<file path="src/sv/ipv6p_pkg.sv">
// Shared types, constants and helper functions for the IPv6 text address parser.
// No dependencies.
package ipv6p_pkg;

  localparam int GroupCount  = 8;
  localparam int GroupIdxW   = $clog2(GroupCount);
  localparam int GroupCntW   = GroupIdxW + 1;
  localparam int GroupW      = 16;
  localparam int DigitsMax   = 4;
  localparam int DigitCntW   = 3;
  localparam int CharCntW    = 6;
  localparam int MaxTextLen  = 8 * 4 + 7;

  localparam logic [7:0] CharColon = 8'h3A;
  localparam logic [7:0] CharZero  = 8'h30;
  localparam logic [7:0] CharNine  = 8'h39;
  localparam logic [7:0] CharLowA  = 8'h61;
  localparam logic [7:0] CharLowF  = 8'h66;
  localparam logic [7:0] CharUpA   = 8'h41;
  localparam logic [7:0] CharUpF   = 8'h46;

  typedef enum logic [2:0] {
    StOk        = 3'd0,
    StTooLong   = 3'd1,
    StGroupLong = 3'd2,
    StTwoGaps   = 3'd3,
    StBadHex    = 3'd4,
    StTooMany   = 3'd5
  } status_e;

  typedef logic [GroupW-1:0] group_t;

  function automatic logic [1:0] err_rank(status_e e);
    logic [1:0] r;
    case (e)
      StGroupLong, StTwoGaps: r = 2'd2;
      StBadHex, StTooMany:    r = 2'd1;
      default:                r = 2'd0;
    endcase
    return r;
  endfunction

  function automatic status_e err_raise(status_e cur, status_e e);
    return (err_rank(e) > err_rank(cur)) ? e : cur;
  endfunction

  function automatic logic is_hex(logic [7:0] c);
    return c inside {[CharZero:CharNine], [CharLowA:CharLowF], [CharUpA:CharUpF]};
  endfunction

  function automatic logic [3:0] hex_nibble(logic [7:0] c);
    logic [3:0] v;
    v = 4'd0;
    if (c inside {[CharZero:CharNine]}) begin
      v = 4'(c - CharZero);
    end else if (c inside {[CharLowA:CharLowF]}) begin
      v = 4'(c - CharLowA + 8'd10);
    end else if (c inside {[CharUpA:CharUpF]}) begin
      v = 4'(c - CharUpA + 8'd10);
    end
    return v;
  endfunction

endpackage

</file>
<file path="src/sv/ipv6_text_address_parser.sv">
// IPv6 text address parser: character register, parse state and result register.
// Depends on ipv6p_pkg.
//
//  channel | direction | handshake               | payload
//  --------+-----------+-------------------------+------------------------------
//  in      | input     | in_valid_i / in_stall_o | char_code_i, last_char_i
//  out     | output    | out_valid_o / out_stall_i | addr_high_o, addr_low_o, status_o
//
// One character per cycle unless a last character waits on a stalled result; an
// address enters the result register as its last character is parsed.
// The parse state and gap expansion sit in one logic stage between the two registers.
// Reset clears all parse state and both valid flags; the parser is ready at once.
// A stalled result blocks only a last character; other characters keep flowing.
module ipv6_text_address_parser (
  input  logic                      clk_i,
  input  logic                      rst_ni,
  input  logic                      in_valid_i,
  output logic                      in_stall_o,
  input  logic [7:0]                char_code_i,
  input  logic                      last_char_i,
  output logic                      out_valid_o,
  input  logic                      out_stall_i,
  output logic [63:0]               addr_high_o,
  output logic [63:0]               addr_low_o,
  output logic [2:0]                status_o
);
  import ipv6p_pkg::*;

  logic                  s1_valid_q;
  logic [7:0]            s1_char_q;
  logic                  s1_last_q;
  logic                  out_valid_q;
  logic [63:0]           addr_high_q, addr_high_d;
  logic [63:0]           addr_low_q, addr_low_d;
  status_e               status_q, status_d;

  group_t                store_q [GroupCount];
  group_t                store_d [GroupCount];
  group_t                cur_q, cur_d;
  logic [DigitCntW-1:0]  dcnt_q, dcnt_d;
  logic [GroupCntW-1:0]  gidx_q, gidx_d;
  logic [CharCntW-1:0]   ccnt_q, ccnt_d;
  logic                  gap_q, gap_d;
  logic [GroupCntW-1:0]  gpos_q, gpos_d;
  logic                  prev_q, prev_d;
  status_e               err_q, err_d;

  logic                  out_free, s1_fire, in_accept;
  logic                  hex_ok, do_close;
  group_t                full [GroupCount];
  logic [GroupCntW-1:0]  shift;
  logic [GroupCntW:0]    gap_end;

  assign out_free   = !out_valid_q || !out_stall_i;
  assign s1_fire    = s1_valid_q && (!s1_last_q || out_free);
  assign in_stall_o = s1_valid_q && !s1_fire;
  assign in_accept  = in_valid_i && !in_stall_o;

  always_comb begin
    store_d  = store_q;
    cur_d    = cur_q;
    dcnt_d   = dcnt_q;
    gidx_d   = gidx_q;
    gap_d    = gap_q;
    gpos_d   = gpos_q;
    prev_d   = prev_q;
    err_d    = err_q;
    do_close = 1'b0;
    hex_ok   = is_hex(s1_char_q);
    ccnt_d   = (ccnt_q == '1) ? ccnt_q : ccnt_q + 1'b1;

    if (s1_char_q == CharColon) begin
      if (prev_q) begin
        if (gap_q) begin
          err_d = err_raise(err_d, StTwoGaps);
        end else begin
          gap_d  = 1'b1;
          gpos_d = gidx_q;
        end
      end else if (ccnt_q != '0) begin
        do_close = 1'b1;
      end
      prev_d = 1'b1;
    end else begin
      if (dcnt_q >= DigitCntW'(DigitsMax)) begin
        err_d = err_raise(err_d, StGroupLong);
      end else begin
        dcnt_d = dcnt_q + 1'b1;
        if (hex_ok) begin
          cur_d = {cur_q[GroupW-5:0], hex_nibble(s1_char_q)};
        end
      end
      if (!hex_ok) begin
        err_d = err_raise(err_d, StBadHex);
      end
      prev_d = 1'b0;
      do_close = s1_last_q;
    end

    if (do_close) begin
      if (gidx_q >= GroupCntW'(GroupCount)) begin
        err_d = err_raise(err_d, StTooMany);
      end else begin
        store_d[gidx_q[GroupIdxW-1:0]] = cur_d;
        gidx_d = gidx_q + 1'b1;
      end
      cur_d  = '0;
      dcnt_d = '0;
    end

    if (s1_last_q && gap_d && gidx_d >= GroupCntW'(GroupCount)) begin
      err_d = err_raise(err_d, StTooMany);
    end
    status_d = (ccnt_d > CharCntW'(MaxTextLen)) ? StTooLong : err_d;

    // expand the gap: groups at and after it move up by the number of missing groups
    shift   = GroupCntW'(GroupCount) - gidx_d;
    gap_end = {1'b0, gpos_d} + {1'b0, shift};
    for (int j = 0; j < GroupCount; j++) begin
      if (!gap_d || (GroupCntW + 1)'(j) < {1'b0, gpos_d}) begin
        full[j] = store_d[j];
      end else if ((GroupCntW + 1)'(j) >= gap_end) begin
        full[j] = store_d[GroupIdxW'(GroupCntW'(j) - shift)];
      end else begin
        full[j] = '0;
      end
      if (status_d != StOk) begin
        full[j] = '0;
      end
    end
    addr_high_d = {full[0], full[1], full[2], full[3]};
    addr_low_d  = {full[4], full[5], full[6], full[7]};

    if (s1_last_q) begin
      for (int j = 0; j < GroupCount; j++) begin
        store_d[j] = '0;
      end
      cur_d  = '0;
      dcnt_d = '0;
      gidx_d = '0;
      ccnt_d = '0;
      gap_d  = 1'b0;
      gpos_d = '0;
      prev_d = 1'b0;
      err_d  = StOk;
    end
  end

  always_ff @(posedge clk_i or negedge rst_ni) begin
    if (!rst_ni) begin
      s1_valid_q  <= 1'b0;
      out_valid_q <= 1'b0;
    end else begin
      if (in_accept) begin
        s1_valid_q <= 1'b1;
      end else if (s1_fire) begin
        s1_valid_q <= 1'b0;
      end
      if (s1_fire && s1_last_q) begin
        out_valid_q <= 1'b1;
      end else if (out_free) begin
        out_valid_q <= 1'b0;
      end
    end
  end

  always_ff @(posedge clk_i or negedge rst_ni) begin
    if (!rst_ni) begin
      for (int j = 0; j < GroupCount; j++) begin
        store_q[j] <= '0;
      end
      cur_q  <= '0;
      dcnt_q <= '0;
      gidx_q <= '0;
      ccnt_q <= '0;
      gap_q  <= 1'b0;
      gpos_q <= '0;
      prev_q <= 1'b0;
      err_q  <= StOk;
    end else if (s1_fire) begin
      store_q <= store_d;
      cur_q   <= cur_d;
      dcnt_q  <= dcnt_d;
      gidx_q  <= gidx_d;
      ccnt_q  <= ccnt_d;
      gap_q   <= gap_d;
      gpos_q  <= gpos_d;
      prev_q  <= prev_d;
      err_q   <= err_d;
    end
  end

  always_ff @(posedge clk_i) begin
    if (in_accept) begin
      s1_char_q <= char_code_i;
      s1_last_q <= last_char_i;
    end
    if (s1_fire && s1_last_q) begin
      addr_high_q <= addr_high_d;
      addr_low_q  <= addr_low_d;
      status_q    <= status_d;
    end
  end

  assign out_valid_o = out_valid_q;
  assign addr_high_o = addr_high_q;
  assign addr_low_o  = addr_low_q;
  assign status_o    = status_q;

`ifndef SYNTHESIS
  a_err_zero_addr: assert property (@(posedge clk_i) disable iff (!rst_ni)
    out_valid_q && status_q != StOk |-> addr_high_q == '0 && addr_low_q == '0)
    else $error("error result carries a nonzero address");

  a_gidx_range: assert property (@(posedge clk_i) disable iff (!rst_ni)
    gidx_q <= GroupCntW'(GroupCount) && gpos_q <= gidx_q)
    else $error("group index or gap position out of range");

  a_restart: assert property (@(posedge clk_i) disable iff (!rst_ni)
    s1_fire && s1_last_q |=> ccnt_q == '0 && gidx_q == '0 && !gap_q && err_q == StOk)
    else $error("parse state not cleared after last character");

  a_stall_cause: assert property (@(posedge clk_i) disable iff (!rst_ni)
    in_stall_o |-> s1_valid_q && s1_last_q && out_valid_q && out_stall_i)
    else $error("input stalled without a blocked result");

  a_result_follows: assert property (@(posedge clk_i) disable iff (!rst_ni)
    s1_fire && s1_last_q |=> out_valid_q)
    else $error("last character produced no result");
`endif

endmodule

</file>
<file path="config.mk">
export PLATFORM = sky130hd
export DESIGN_NAME = ipv6_text_address_parser
export DESIGN_NICKNAME = d
export VERILOG_FILES = /design/src/sv/ipv6p_pkg.sv /design/src/sv/ipv6_text_address_parser.sv
export SDC_FILE = /design/constraint.sdc
export NUM_CORES = 1
export LEC_CHECK = 0
export BUFFER_PORTS_ARGS = -buffer_cell sky130_fd_sc_hd__buf_2
export CAP_MARGIN = 20
export CORE_ASPECT_RATIO = 1.5
export CORE_MARGIN = 1.5
export CORE_UTILIZATION = 60
export CTS_CLUSTER_DIAMETER = 200
export DETAILED_ROUTE_END_ITERATION = 10
export PLACE_DENSITY = 0.8
export SETUP_SLACK_MARGIN = 0.05
export SLEW_MARGIN = 20
export SYNTH_ARGS = -nofsm -noshare
export SYNTH_HDL_FRONTEND = slang
export SYNTH_SLANG_ARGS = --single-unit
</file>
<file path="constraint.sdc">
create_clock -name clk_i -period 8.1 [get_ports clk_i]
set_clock_uncertainty 0.15 [all_clocks]
set_input_delay 1.215 -clock clk_i [delete_from_list [all_inputs] [get_ports clk_i]]
set_output_delay 1.215 -clock clk_i [all_outputs]
set_load 0.02 [all_outputs]
</file>
==> metrics.yaml <==
outcome:
  status: "finished clean"
place:
  place.detailed.hpwl_um: 47100
  place_congestion: 0.970
  portBuffers: 145
setup_path:
  crit_path_end_kind: "register"
  path_max_fanout: 23
  critPathKind: "reg2reg"
  start_kind: "register"
  worstPathArrival_ns: 6.74
  crit_required_ns: 8.40
floorplanning:
  initial_core_util: 0.609
  rows: 80
  fp.dieW_um: 150
  dieHeight_um: 223
  coreArea_sq_mm: 0.0317
  floorplan.die_area_sq_mm: 0.0333
  io_pins: 146
detailed_routing:
  post_drt_wl_per_cell_um: 31.2
  vias_per_cell: 7.63
  dr_wl_met2_um: 33100
  drtPass1Iterations: 6
  top_layer: "met5"
  ant_nets: 0
  wl_um: 73000
  drc: 0
  drt-met1-wl_um: 23100
  met3_length_um: 9000
  via_count: 17824
  drt_iter0_drc: 2593
clock_tree:
  cts_root_buffer: "clkbuf_16"
  clk_path_buf_depth: 3
  htreeDepth: 1
  post_cts_resize_count: 0
  numClockSinks: 308
  cts_tree: "done"
  cts_made_buffers: 30
  post_cts_buffers: 0
  hold_buffers: 0
  clkSlewWorstSetupHoldPaths_ns: 0.07
  clock_latency_ns: 0.63
synthesis:
  async_reset_ff_frac: 0.545
  synth_compound_gate_area_share: 0.218
  synthMuxAreaShare: 0.192
  synth_xor_area_frac: 0.00641
  netlist_area_sq_mm: 0.0193
  yosys_register_bits: 308
  synth_warnings: 0
  synthCells: 1830
  yosysUniqueCellTypes: 86
  synth-adder-area-share: 0.0120
  synth-seq-area-share: 0.435
  synth_edf_count: 140
  avgSynthCellArea_sq_um: 10.6
  synth_top_family_by_area: "compound AO/OA/AOI/OAI gates"
  synthesis.nets: 1861
  ys.flop_type: "dfrtp_1"
  synthSimpleGateAreaFrac: 0.0946
timing:
  max_slew_margin: 0.121
  finalSetupTns_ns: 0
  min_period_ns: 6.44
  worstMarginPinSlew_ns: 1.31
  rsz0062_at_grt: "false"
  slew_viol_final: 0
  max_freq_mhz: 155
  period_share: 0.795
  setup-violations-final: 0
  hold_violations: 0
global_route:
  grt-ovfl-total: 0
  first_global_vias: 17341
  grt_start_max_net_pins: 98
  grt_pass1_wl_um: 108000
  antenna_found_initial: 3
  grtUsageTotal: 0.443
layout:
  utilization: 0.671
  final_common_cell: "mux2i_1"
  finish.net_count: 1930
  final_cell_mix: "mux2i_1, dfrtp_1, nand2_1"
  syn_to_final_growth_pct: 10.2
  drive_above_1_share: 0.207
job:
  maxCapViolations: 0
power:
  ir_worst_vdd_mv: 0.285
  p_per_area_mw_per_mm2: 244
  power.leakage_nw: 8.29
hold_path:
  hp-class: "reg2reg"
stage by stage:
step	cell area, sq um	std cells	setup WS [ns]	hold slack, ns	total power [W]
3_5_place_dp	20300	2275	1.89	0.322	0.00377
2_1_floorplan	19300	1830	0.222	0.299	0.00325
6_report	21300	2337	1.66	0.340	0.00521
3_3_place_gp	20300	2275	2.13	0.313	0.00373
4_1_cts	21200	2331	1.88	0.337	0.00512
5_1_grt	21300	2334	1.36	0.388	0.00535
routing by layer:
| layer | vias to the layer above | global-route usage |
|---|---|---|
| met4 | 4 | 0.373 |
| met5 | - | 0 |
| met2 | 1608 | 0.674 |
| li1 | 7211 | - |
| met3 | 500 | 0.118 |
| met1 | 8501 | 0.519 |
critical path, stage by stage, from the launching register on:
cell,delay (ns)
dfrtp_1,0.44
inv_1,0.13
ha_1,0.15
nor4b_2,0.42
a2111oi_4,0.20
o21ai_2,0.53
a21o_1,0.23
clkinv_1,0.53
ha_2,0.47
xnor2_1,0.13
nand3_1,0.09
nand3_1,0.09
ha_1,0.30
and4b_1,0.19
o21ai_1,0.20
nor4_1,0.57
nand3_1,0.14
nor2_1,1.00
a22oi_1,0.16
o21ai_0,0.16
sequential cells by signal, indices dropped and copies added, names as in the netlist:
register and flops:
out_valid_o 1, gap_q 1, ccnt_q 6, gidx_q 4
s1_char_q 8, s1_valid_q 1, prev_q 1, addr_low_o 64
gpos_q 4, store_q 128, addr_high_o 64, err_q 3
s1_last_q 1, dcnt_q 3, status_o 3, cur_q 16
kinds of logic after synthesis:
group,Yosys count
AO/OA/AOI/OAI,609
XOR/XNOR,9
adder cells (fa/ha/maj),18
buffers and inverters,197
flip-flops,308
multiplexers,278
AND/OR/NAND/NOR,411
report_power, final:
| part | total (W) | leakage [nW] | internal [W] | switching [W] |
|---|---|---|---|---|
| clock network | 0.00138 | 0.458 | 0.000723 | 0.000661 |
| registers | 0.00180 | 3.68 | 0.00172 | 0.0000798 |
| logic | 0.00202 | 4.15 | 0.000711 | 0.00131 |
| total | 0.00521 | 8.29 | 0.00315 | 0.00205 |
final timing paths:
| check | startpoint | to | slack, ns | depth (start not counted) |
|---|---|---|---|---|
| setup reg to reg | ccnt_q[0]$_DFFE_PN0P_ | addr_high_o[55]$_SDFFCE_PP0P_ | 1.66 | 19 |
| hold reg to reg | err_q[0]$_DFFE_PN0P_ | err_q[0]$_DFFE_PN0P_ | 0.34 | 2 |
| min in group asynchronous | rst_ni | store_q[115]$_DFFE_PN0P_ | 0.54 | 1 |
| hold / removal | err_q[0]$_DFFE_PN0P_ | err_q[0]$_DFFE_PN0P_ | 0.34 | 2 |
| setup / recovery | ccnt_q[0]$_DFFE_PN0P_ | addr_high_o[55]$_SDFFCE_PP0P_ | 1.66 | 19 |
| max in group asynchronous | rst_ni | store_q[87]$_DFFE_PN0P_ | 5.66 | 2 |
cell usage after synthesis, types with 8 or more instances:
| master | n | area [sq um] |
|---|---|---|
| inv_1 | 40 | 150 |
| o31ai_1 | 8 | 60.1 |
| buf_1 | 13 | 48.8 |
| a311oi_1 | 10 | 87.6 |
| a221o_1 | 17 | 170 |
| o211ai_1 | 9 | 67.6 |
| mux2_2 | 36 | 405 |
| nand2b_1 | 8 | 50.1 |
| a21o_1 | 25 | 188 |
| nand2_1 | 166 | 623 |
| o21ai_0 | 132 | 661 |
| dfrtp_1 | 168 | 4200 |
| mux2i_1 | 171 | 1710 |
| edfxtp_1 | 140 | 4200 |
| nor2_1 | 135 | 507 |
| a31oi_1 | 15 | 93.8 |
| a22oi_1 | 17 | 128 |
| a22o_1 | 73 | 639 |
| o32ai_1 | 11 | 96.3 |
| a211o_1 | 12 | 105 |
| a32o_1 | 12 | 120 |
| ha_1 | 17 | 213 |
| buf_2 | 40 | 200 |
| a21oi_1 | 101 | 505 |
| a211oi_1 | 26 | 195 |
| clkbuf_1 | 94 | 353 |
| mux4_2 | 71 | 1600 |
| nand3_1 | 44 | 220 |
| o22ai_1 | 74 | 463 |
cell type report:
class,count,area [sq um]
clock buffer,36,783
inverter,44,170
fill,2412,10400
clock inverter,20,145
sequential,308,8410
timing repair buffer,190,1090
multi-input combinational,1325,10200
antenna,4,10.0
tap,410,513
Power figures use the tool's default switching activity.
